--- config.mk ---
export PLATFORM = sky130hd
export DESIGN_NAME = ps2_set1_scancode_to_ascii_unit
export DESIGN_NICKNAME = d
export VERILOG_FILES = /design/src/sv/ps2s1_pkg.sv /design/src/sv/ps2s1_decode.sv /design/src/sv/ps2_set1_scancode_to_ascii_unit.sv
export SDC_FILE = /design/constraint.sdc
export NUM_CORES = 1
export LEC_CHECK = 0
export BUFFER_PORTS_ARGS = -buffer_cell sky130_fd_sc_hd__buf_4
export CORE_ASPECT_RATIO = 1.75
export CORE_UTILIZATION = 60
export CTS_CLUSTER_SIZE = 20
export DETAILED_ROUTE_END_ITERATION = 10
export GPL_TIMING_DRIVEN = 0
export PLACE_DENSITY_LB_ADDON = 0.12
export SYNTH_ARGS = -nofsm -noshare
export SYNTH_HDL_FRONTEND = slang
export SYNTH_HIERARCHICAL = 1
export SYNTH_SLANG_ARGS = --single-unit
--- constraint.sdc ---
create_clock -name clk -period 5.4 [get_ports clk]
set_input_delay 0.81 -clock clk [delete_from_list [all_inputs] [get_ports clk]]
set_output_delay 0.81 -clock clk [all_outputs]
set_load 0.03 [all_outputs]
--- src/sv/ps2s1_pkg.sv ---
package ps2s1_pkg;

    localparam logic [7:0] PREFIX_BYTE   = 8'he0;
    localparam logic [6:0] CTRL_MAKE     = 7'h1d;
    localparam logic [6:0] LSHIFT_MAKE   = 7'h2a;
    localparam logic [6:0] RSHIFT_MAKE   = 7'h36;
    localparam logic [6:0] ALT_MAKE      = 7'h38;
    localparam logic [6:0] CAPS_MAKE     = 7'h3a;
    localparam logic [6:0] ROM_END       = 7'h3b;
    localparam logic [6:0] BACKTICK_MAKE = 7'h29;
    localparam logic [6:0] CHAR_A_LOWER  = 7'h61;
    localparam logic [6:0] CHAR_L_LOWER  = 7'h6c;
    localparam logic [6:0] CHAR_U_LOWER  = 7'h75;

    localparam logic [1:0] STATUS_NONE    = 2'd0;
    localparam logic [1:0] STATUS_CHAR    = 2'd1;
    localparam logic [1:0] STATUS_DROP    = 2'd2;
    localparam logic [1:0] STATUS_UNKNOWN = 2'd3;

    typedef struct packed {
        logic [7:0] scan_byte;
        logic       buffer_full;
    } scan_t;

    typedef struct packed {
        logic [1:0] status;
        logic [6:0] char_code;
    } result_t;

    typedef struct packed {
        logic prefix_seen;
        logic ctrl_held;
        logic shift_held;
        logic alt_held;
        logic caps_lock_on;
    } mods_t;

    // Key ROM: {unshifted, shifted}
    function automatic logic [13:0] key_rom(input logic [5:0] idx);
        logic [13:0] e;
        case (idx)
            6'h01: e = {7'h1b, 7'h1b};
            6'h02: e = {7'h31, 7'h21};
            6'h03: e = {7'h32, 7'h40};
            6'h04: e = {7'h33, 7'h23};
            6'h05: e = {7'h34, 7'h24};
            6'h06: e = {7'h35, 7'h25};
            6'h07: e = {7'h36, 7'h5e};
            6'h08: e = {7'h37, 7'h26};
            6'h09: e = {7'h38, 7'h2a};
            6'h0a: e = {7'h39, 7'h28};
            6'h0b: e = {7'h30, 7'h29};
            6'h0c: e = {7'h2d, 7'h5f};
            6'h0d: e = {7'h3d, 7'h2b};
            6'h0e: e = {7'h08, 7'h08};
            6'h0f: e = {7'h09, 7'h09};
            6'h10: e = {7'h71, 7'h51};
            6'h11: e = {7'h77, 7'h57};
            6'h12: e = {7'h65, 7'h45};
            6'h13: e = {7'h72, 7'h52};
            6'h14: e = {7'h74, 7'h54};
            6'h15: e = {7'h79, 7'h59};
            6'h16: e = {7'h75, 7'h55};
            6'h17: e = {7'h69, 7'h49};
            6'h18: e = {7'h6f, 7'h4f};
            6'h19: e = {7'h70, 7'h50};
            6'h1a: e = {7'h5b, 7'h7b};
            6'h1b: e = {7'h5d, 7'h7d};
            6'h1c: e = {7'h0d, 7'h0d};
            6'h1e: e = {7'h61, 7'h41};
            6'h1f: e = {7'h73, 7'h53};
            6'h20: e = {7'h64, 7'h44};
            6'h21: e = {7'h66, 7'h46};
            6'h22: e = {7'h67, 7'h47};
            6'h23: e = {7'h68, 7'h48};
            6'h24: e = {7'h6a, 7'h4a};
            6'h25: e = {7'h6b, 7'h4b};
            6'h26: e = {7'h6c, 7'h4c};
            6'h27: e = {7'h3b, 7'h3a};
            6'h28: e = {7'h27, 7'h22};
            6'h29: e = {7'h60, 7'h7e};
            6'h2b: e = {7'h5c, 7'h7c};
            6'h2c: e = {7'h7a, 7'h5a};
            6'h2d: e = {7'h78, 7'h58};
            6'h2e: e = {7'h63, 7'h43};
            6'h2f: e = {7'h76, 7'h56};
            6'h30: e = {7'h62, 7'h42};
            6'h31: e = {7'h6e, 7'h4e};
            6'h32: e = {7'h6d, 7'h4d};
            6'h33: e = {7'h2c, 7'h3c};
            6'h34: e = {7'h2e, 7'h3e};
            6'h35: e = {7'h2f, 7'h3f};
            6'h37: e = {7'h2a, 7'h2a};
            6'h39: e = {7'h20, 7'h20};
            default: e = 14'h0000;
        endcase
        return e;
    endfunction

endpackage

--- src/sv/ps2s1_decode.sv ---
module ps2s1_decode (
    input  ps2s1_pkg::scan_t   item,
    input  ps2s1_pkg::mods_t   mods,
    output ps2s1_pkg::result_t result,
    output ps2s1_pkg::mods_t   mods_next
);

    logic        ext;
    logic        brk;
    logic [6:0]  code;
    logic        known;
    logic        symbol;
    logic        col;
    logic [13:0] entry;
    logic [6:0]  ch;

    assign ext  = mods.prefix_seen;
    assign brk  = item.scan_byte[7];
    assign code = item.scan_byte[6:0];

    always_comb
    begin
        known = (!ext && (code != 7'h00) && (code < ps2s1_pkg::ROM_END)) ||
                (ext && (code inside {ps2s1_pkg::CTRL_MAKE, ps2s1_pkg::ALT_MAKE}));
        symbol = !ext && ((code < 7'h0e) ||
                 (code inside {ps2s1_pkg::BACKTICK_MAKE, 7'h1a, 7'h1b, 7'h2b, 7'h27,
                               7'h28, 7'h33, 7'h34, 7'h35}));
        col   = symbol ? mods.shift_held : (mods.shift_held ^ mods.caps_lock_on);
        entry = ps2s1_pkg::key_rom(code[5:0]);
        ch    = col ? entry[6:0] : entry[13:7];
        if (mods.ctrl_held &&
            ((ch == ps2s1_pkg::CHAR_L_LOWER) || (ch == ps2s1_pkg::CHAR_U_LOWER)))
        begin
            ch = ch - ps2s1_pkg::CHAR_A_LOWER;
        end
    end

    always_comb
    begin
        mods_next        = mods;
        result.status    = ps2s1_pkg::STATUS_NONE;
        result.char_code = 7'h00;
        if (item.scan_byte == ps2s1_pkg::PREFIX_BYTE)
        begin
            mods_next.prefix_seen = 1'b1;
        end
        else
        begin
            mods_next.prefix_seen = 1'b0;
            if (brk)
            begin
                if (code == ps2s1_pkg::CTRL_MAKE)
                    mods_next.ctrl_held = 1'b0;
                else if (!ext && (code inside {ps2s1_pkg::LSHIFT_MAKE, ps2s1_pkg::RSHIFT_MAKE}))
                    mods_next.shift_held = 1'b0;
                else if (code == ps2s1_pkg::ALT_MAKE)
                    mods_next.alt_held = 1'b0;
            end
            else if (known)
            begin
                if (ch != 7'h00)
                begin
                    if (item.buffer_full)
                    begin
                        result.status = ps2s1_pkg::STATUS_DROP;
                    end
                    else
                    begin
                        result.status    = ps2s1_pkg::STATUS_CHAR;
                        result.char_code = ch;
                    end
                end
                else if (code == ps2s1_pkg::CTRL_MAKE)
                    mods_next.ctrl_held = 1'b1;
                else if (!ext && (code inside {ps2s1_pkg::LSHIFT_MAKE, ps2s1_pkg::RSHIFT_MAKE}))
                    mods_next.shift_held = 1'b1;
                else if (code == ps2s1_pkg::ALT_MAKE)
                    mods_next.alt_held = 1'b1;
                else if (!ext && (code == ps2s1_pkg::CAPS_MAKE))
                    mods_next.caps_lock_on = !mods.caps_lock_on;
            end
            else
            begin
                result.status = ps2s1_pkg::STATUS_UNKNOWN;
            end
        end
    end

endmodule

--- src/sv/ps2_set1_scancode_to_ascii_unit.sv ---
// Scan-code set 1 to ASCII translator.
// Input channel scan/scan_valid/scan_ready carries one keyboard byte per item
// together with the downstream buffer-full flag. Output channel
// result/result_valid/result_ready returns exactly one item per input item:
// a status code and, for an emitted character, its ASCII code.
// An accepted item waits in the input register and passes through the decode into
// the result register when that register is free or being read; throughput is one
// item per cycle while result_ready is high; decode and key ROM are combinational.
// Modifier and prefix state is updated as each item moves into the result
// register, so consecutive bytes see the state left by the byte before.
// Reset clears the prefix flag, held modifiers and caps lock, and empties
// both registers.
// When result_ready is low the result holds; the input register keeps
// accepting until it is also occupied, then scan_ready drops.
module ps2_set1_scancode_to_ascii_unit (
    input  logic                clk,
    input  logic                rst_n,
    input  logic                scan_valid,
    output logic                scan_ready,
    input  ps2s1_pkg::scan_t    scan,
    output logic                result_valid,
    input  logic                result_ready,
    output ps2s1_pkg::result_t  result
);

    logic                item_valid_reg;
    ps2s1_pkg::scan_t    item_reg;
    logic                result_valid_reg;
    ps2s1_pkg::result_t  result_reg;
    ps2s1_pkg::mods_t    mods_reg;

    ps2s1_pkg::result_t  result_next;
    ps2s1_pkg::mods_t    mods_next;
    logic                item_valid_next;
    logic                result_valid_next;
    logic                advance;

    ps2s1_decode u_decode (
        .item      (item_reg),
        .mods      (mods_reg),
        .result    (result_next),
        .mods_next (mods_next)
    );

    assign advance    = item_valid_reg && (!result_valid_reg || result_ready);
    assign scan_ready = !item_valid_reg || advance;

    always_comb
    begin
        item_valid_next = item_valid_reg;
        if (scan_valid && scan_ready)
            item_valid_next = 1'b1;
        else if (advance)
            item_valid_next = 1'b0;

        result_valid_next = result_valid_reg;
        if (advance)
            result_valid_next = 1'b1;
        else if (result_ready)
            result_valid_next = 1'b0;
    end

    always_ff @(posedge clk or negedge rst_n)
    begin
        if (!rst_n)
        begin
            item_valid_reg   <= 1'b0;
            result_valid_reg <= 1'b0;
            mods_reg         <= '0;
        end
        else
        begin
            item_valid_reg   <= item_valid_next;
            result_valid_reg <= result_valid_next;
            if (advance)
                mods_reg <= mods_next;
        end
    end

    always_ff @(posedge clk)
    begin
        if (scan_valid && scan_ready)
            item_reg <= scan;
        if (advance)
            result_reg <= result_next;
    end

    assign result_valid = result_valid_reg;
    assign result       = result_reg;

endmodule

# --- Word level (Yosys, flattened, before mapping) ---
# Memory sizes are Yosys's and may differ from the RTL's. A register that Yosys moved wholly into a read port is not among the register bits.
# Cells that the tools add are included.
totals:
  ff_bits: 24
  mem_bits_ro: 896
  in_bits: 13
  elab_cells: 99
  mem_count: 1
memory_table:
  columns: ["memory", "depth", "width", "rd", "rd_clocked_by_memory_dff", "write_ports", "line", "text"]
  rows:
  - ["(name not given)", 64, 14, 1, 1, 0, "ps2s1_pkg.sv:41", "case (idx)"]
op_classes:
  add_sub_neg: 1
  order_cmp: 2
  n_eq_ne: 18
  muxes: 28
  bitwise: 8
  n_reduce_logical: 31
op_table:
  columns: ["cell", "count"]
  rows:
  - ["7-bit by 6-bit == test with 1-bit output, second input constant", 11]
  - ["7-bit by 5-bit == test with 1-bit output, second input constant", 3]
  - ["7-bit 2-to-1 mux", 3]
  - ["1-bit 2-to-1 mux", 15]
  - ["7-bit == test, second input constant", 2]
  - ["7-bit nonzero test", 2]
  - ["2-bit nonzero test", 5]
  - ["1-bit logical AND", 9]
  - ["9-bit 2-to-1 mux", 1]
  - ["9-bit AND reduction", 1]
  - ["9-bit nonzero test", 1]
  - ["8-bit == test, second input constant", 1]
  - ["2-bit 2-to-1 mux", 4]
  - ["4-bit 2-to-1 mux", 2]
  - ["7-bit by 4-bit less-than comparator with 1-bit output, second input constant", 1]
  - ["7-bit by 6-bit less-than comparator with 1-bit output, second input constant", 1]
  - ["1-bit NOT", 7]
  - ["7-bit subtractor, second input constant", 1]
  - ["3-bit 2-to-1 mux", 2]
  - ["6-bit 2-to-1 mux", 1]
  - ["6-bit AND reduction", 1]
  - ["1-bit logical OR", 5]
  - ["5-bit AND reduction", 1]
  - ["5-bit OR reduction", 1]
  - ["other kinds (4)", 7]

# --- Logic depth before layout (Yosys ltp) ---
depth:
  word_depth: 14
  depth_mapped: 18

# --- Hierarchy ---
# The synthesis kept the hierarchy.
modules_own_cells:
  columns: ["mod", "n_inst", "cells_per_inst", "area_each_um2", "seq_area_each_um2"]
  rows:
  - ["ps2s1_decode", 1, 294, 1989.4, 0.0]
  - ["ps2_set1_scancode_to_ascii_unit", 1, 37, 847.1, 715.7]

# --- Worst setup path before layout ---
# No wires, ideal clock.
synth_timing:
  path_type: "register -> register"
  from: "register item_reg[2] (netlist bit)"
  to: "register result_reg, in the netlist result[1], data pin"
  setup_ns: 0.167
  arrival_time_ns: 4.197
  setup_slack_ns: 1.035
  path_stages_with_launch: 18
  n_path_buf: 3
  cell_sequence: "edfxtp_1 -> buf_2 -> inv_1 -> ha_1 -> clkbuf_8 -> nor3b_1 -> or4_1 -> and3b_2 -> mux2i_4 -> and2_2 -> buf_2 -> mux2i_1 -> ha_1 -> or3b_2 -> mux2i_1 -> a32oi_1 -> or3_1 -> a211oi_1"
synth_via:
  elab_chain_len: 13
synth_lines:
  columns: ["item", "line", "text"]
  rows:
  - ["from (decl)", "ps2_set1_scancode_to_ascii_unit.sv:27", "ps2s1_pkg::scan_t item_reg;"]
  - ["from (signal assigned)", "ps2_set1_scancode_to_ascii_unit.sv:83", "item_reg <= scan;"]
  - ["parallel branches: the longest is 13 deep, another holds 7-bit by 4-bit less-than comparator with 1-bit output", null, null]
  - ["to (signal assigned)", "ps2_set1_scancode_to_ascii_unit.sv:85", "result_reg <= result_next;"]
  - ["to (decl)", "ps2_set1_scancode_to_ascii_unit.sv:29", "ps2s1_pkg::result_t result_reg;"]
# Parallel ways; which one is timed is not known.
# A chain may end at the register's enable or synchronous reset.

# --- Worst setup path after layout ---
# Ends and elaborated chain as after synthesis.

==> qor.csv <==
metric,value,unit
DR pass1 iterations,5,
path depth of the worst reg2reg path,17,
CP Launch Type,register,
starting density of the core,63.0,%
post-DP HPWL,6.74,mm
CTS Root Cell,clkbuf_8,
pin count of the biggest net entering global routing,15,
max_slew headroom,7.34,%
core area,0.00440,mm2
Syn Inst Count,326,
CTS Hold Buffers Added,0,
fin nets,381,
grt ovf,0,
die area,0.00491,mm2
clock skew,0.00243,ns
ANT nets after route,0,
placed insts,400,
CTS Buffer Depth,2,
Area Growth Syn to Fin,11.0,%
Std-Cell Rows,32,
Total GRT Usage,41.6,%
crit path kind,reg -> reg,
Die H,92.0,um
HP Class,in -> async,
post-CTS resize count,0,
TritonCTS buffer count,3,
Final setup violation count,0,
final setup TNS,0,ns
# IOs,24,
Routed WL,9.24,mm
syn_area_per_cell,8.51,um2
fmax,0.192,GHz
status,finished clean,
final std cells w/o fill,404,
CP required,5.51,ns
vias in the first global route,2840,
RSZ-0062 raised after global routing,no,
Skew-Pair Late Insertion Delay,0.27,ns
Final Total Pwr,0.587,mW
number of antenna diodes,0,
worst-path fanout max,12,
Final period util,96.2,%
min cycle time layout,5.20,ns
Final Max Slew Viols,0,
Die W,53.4,um
clk sink count,24,
routability-driven placement congestion ratio,1.03,
Worst Setup End Kind,register,
Remaining DRCs,0,
layout cells sized above 1,20.4,%
H-tree level count,1,
mapped cell area,0.00278,mm2
"commonest non-fill, non-tap cells in the layout","30 x nand2_1, 27 x buf_4, 23 x o21ai_0, 21 x a21oi_1, 18 x edfxtp_1",
vias,2913,
input/output buffers,23,
Fin. Hold Viols,0,
Ys Warns,6,
TritonCTS clock tree,done,
Syn Nets,353,
first-pass GRT wire length,14.7,mm
Crit Reg-Reg Startpoint,item_reg[2]$_DFFE_PP_,
routed len/inst,22.9,um
Max VDD drop,0.000284,V
Pwr per Cell Area,191,mW/mm2
Worst Path Arrival,5.30,ns
Setup Buffers After CTS,0,
Worst Tran Pin Value,1.35,ns
initial antenna violation count,0,
"Clk pin slew, worst setup/hold paths",0.08,ns
worst setup path start,item_reg[2]$_DFFE_PP_,
MaxCap Viol Count,0,
Detailed Route Iter0 Violations,201,
DR vias/cell,7.21,
"commonest non-fill, non-tap cell in the layout",nand2_1,
leakage,1.21,nW
-- critical path, stage by stage, from the launching register on --
cell	delay [ns]
edfxtp_1	0.62
buf_2	0.29
inv_1	0.34
ha_1	0.24
clkbuf_8	0.17
nor3b_1	0.05
or4_1	0.50
and3b_2	0.25
mux2i_4	0.20
and2_2	0.17
buf_2	0.20
mux2i_1	0.35
ha_1	0.23
or3b_2	0.44
mux2i_1	0.20
a32oi_1	0.13
or3_1	0.39
a211oi_1	0.23
-- final timing paths --
check | to | slack [ns]
setup / recovery | result[1]$_DFFE_PP_ | 0.20
hold / removal | mods_reg[3]$_DFFE_PN0P_ | 0.32
setup reg to reg | result[1]$_DFFE_PP_ | 0.20
hold reg to reg | result_valid$_DFFE_PN0P_ | 0.56
max in group asynchronous | mods_reg[0]$_DFFE_PN0P_ | 4.96
min in group clk | result_valid$_DFFE_PN0P_ | 0.56
-- per-stage QoR --
step	cell area [um2]	util (%)	hold WS, ns	setup WS (ns)
after global routing	3080	69.9	0.322	0.00748
after CTS	3080	69.9	0.324	0.265
final	3080	69.9	0.324	0.205
after detailed placement	3010	68.4	0.548	0.335
after floorplan	2780	-	0.512	1.04
after global placement	3010	68.4	0.536	0.371
-- area by class of cell --
cell class | instances | area (um2)
Buffer | 27 | 174
Clock buffer | 4 | 66.3
Fill cell | 364 | 1330
Inverter | 10 | 37.5
Multi-Input combinational cell | 265 | 1870
Sequential cell | 24 | 691
Tap cell | 51 | 63.8
Timing Repair Buffer | 23 | 173
-- report_power, final --
group / switching (mW) / internal [mW]
Clock: 0.0583 / 0.0806
Combinational: 0.143 / 0.0829
Sequential: 0.00999 / 0.212
-- metal layers --
metal / vias up / wire, um / GRT usage, %
met1: 1335 / 3160 / 46.1
met3: 65 / 841 / 10.3
li1: 1292 / - / -
met2: 221 / 4660 / 67.9
met4: 0 / 574 / 25.0
met5: - / 0 / 0
(Power assumes the default switching activity.)
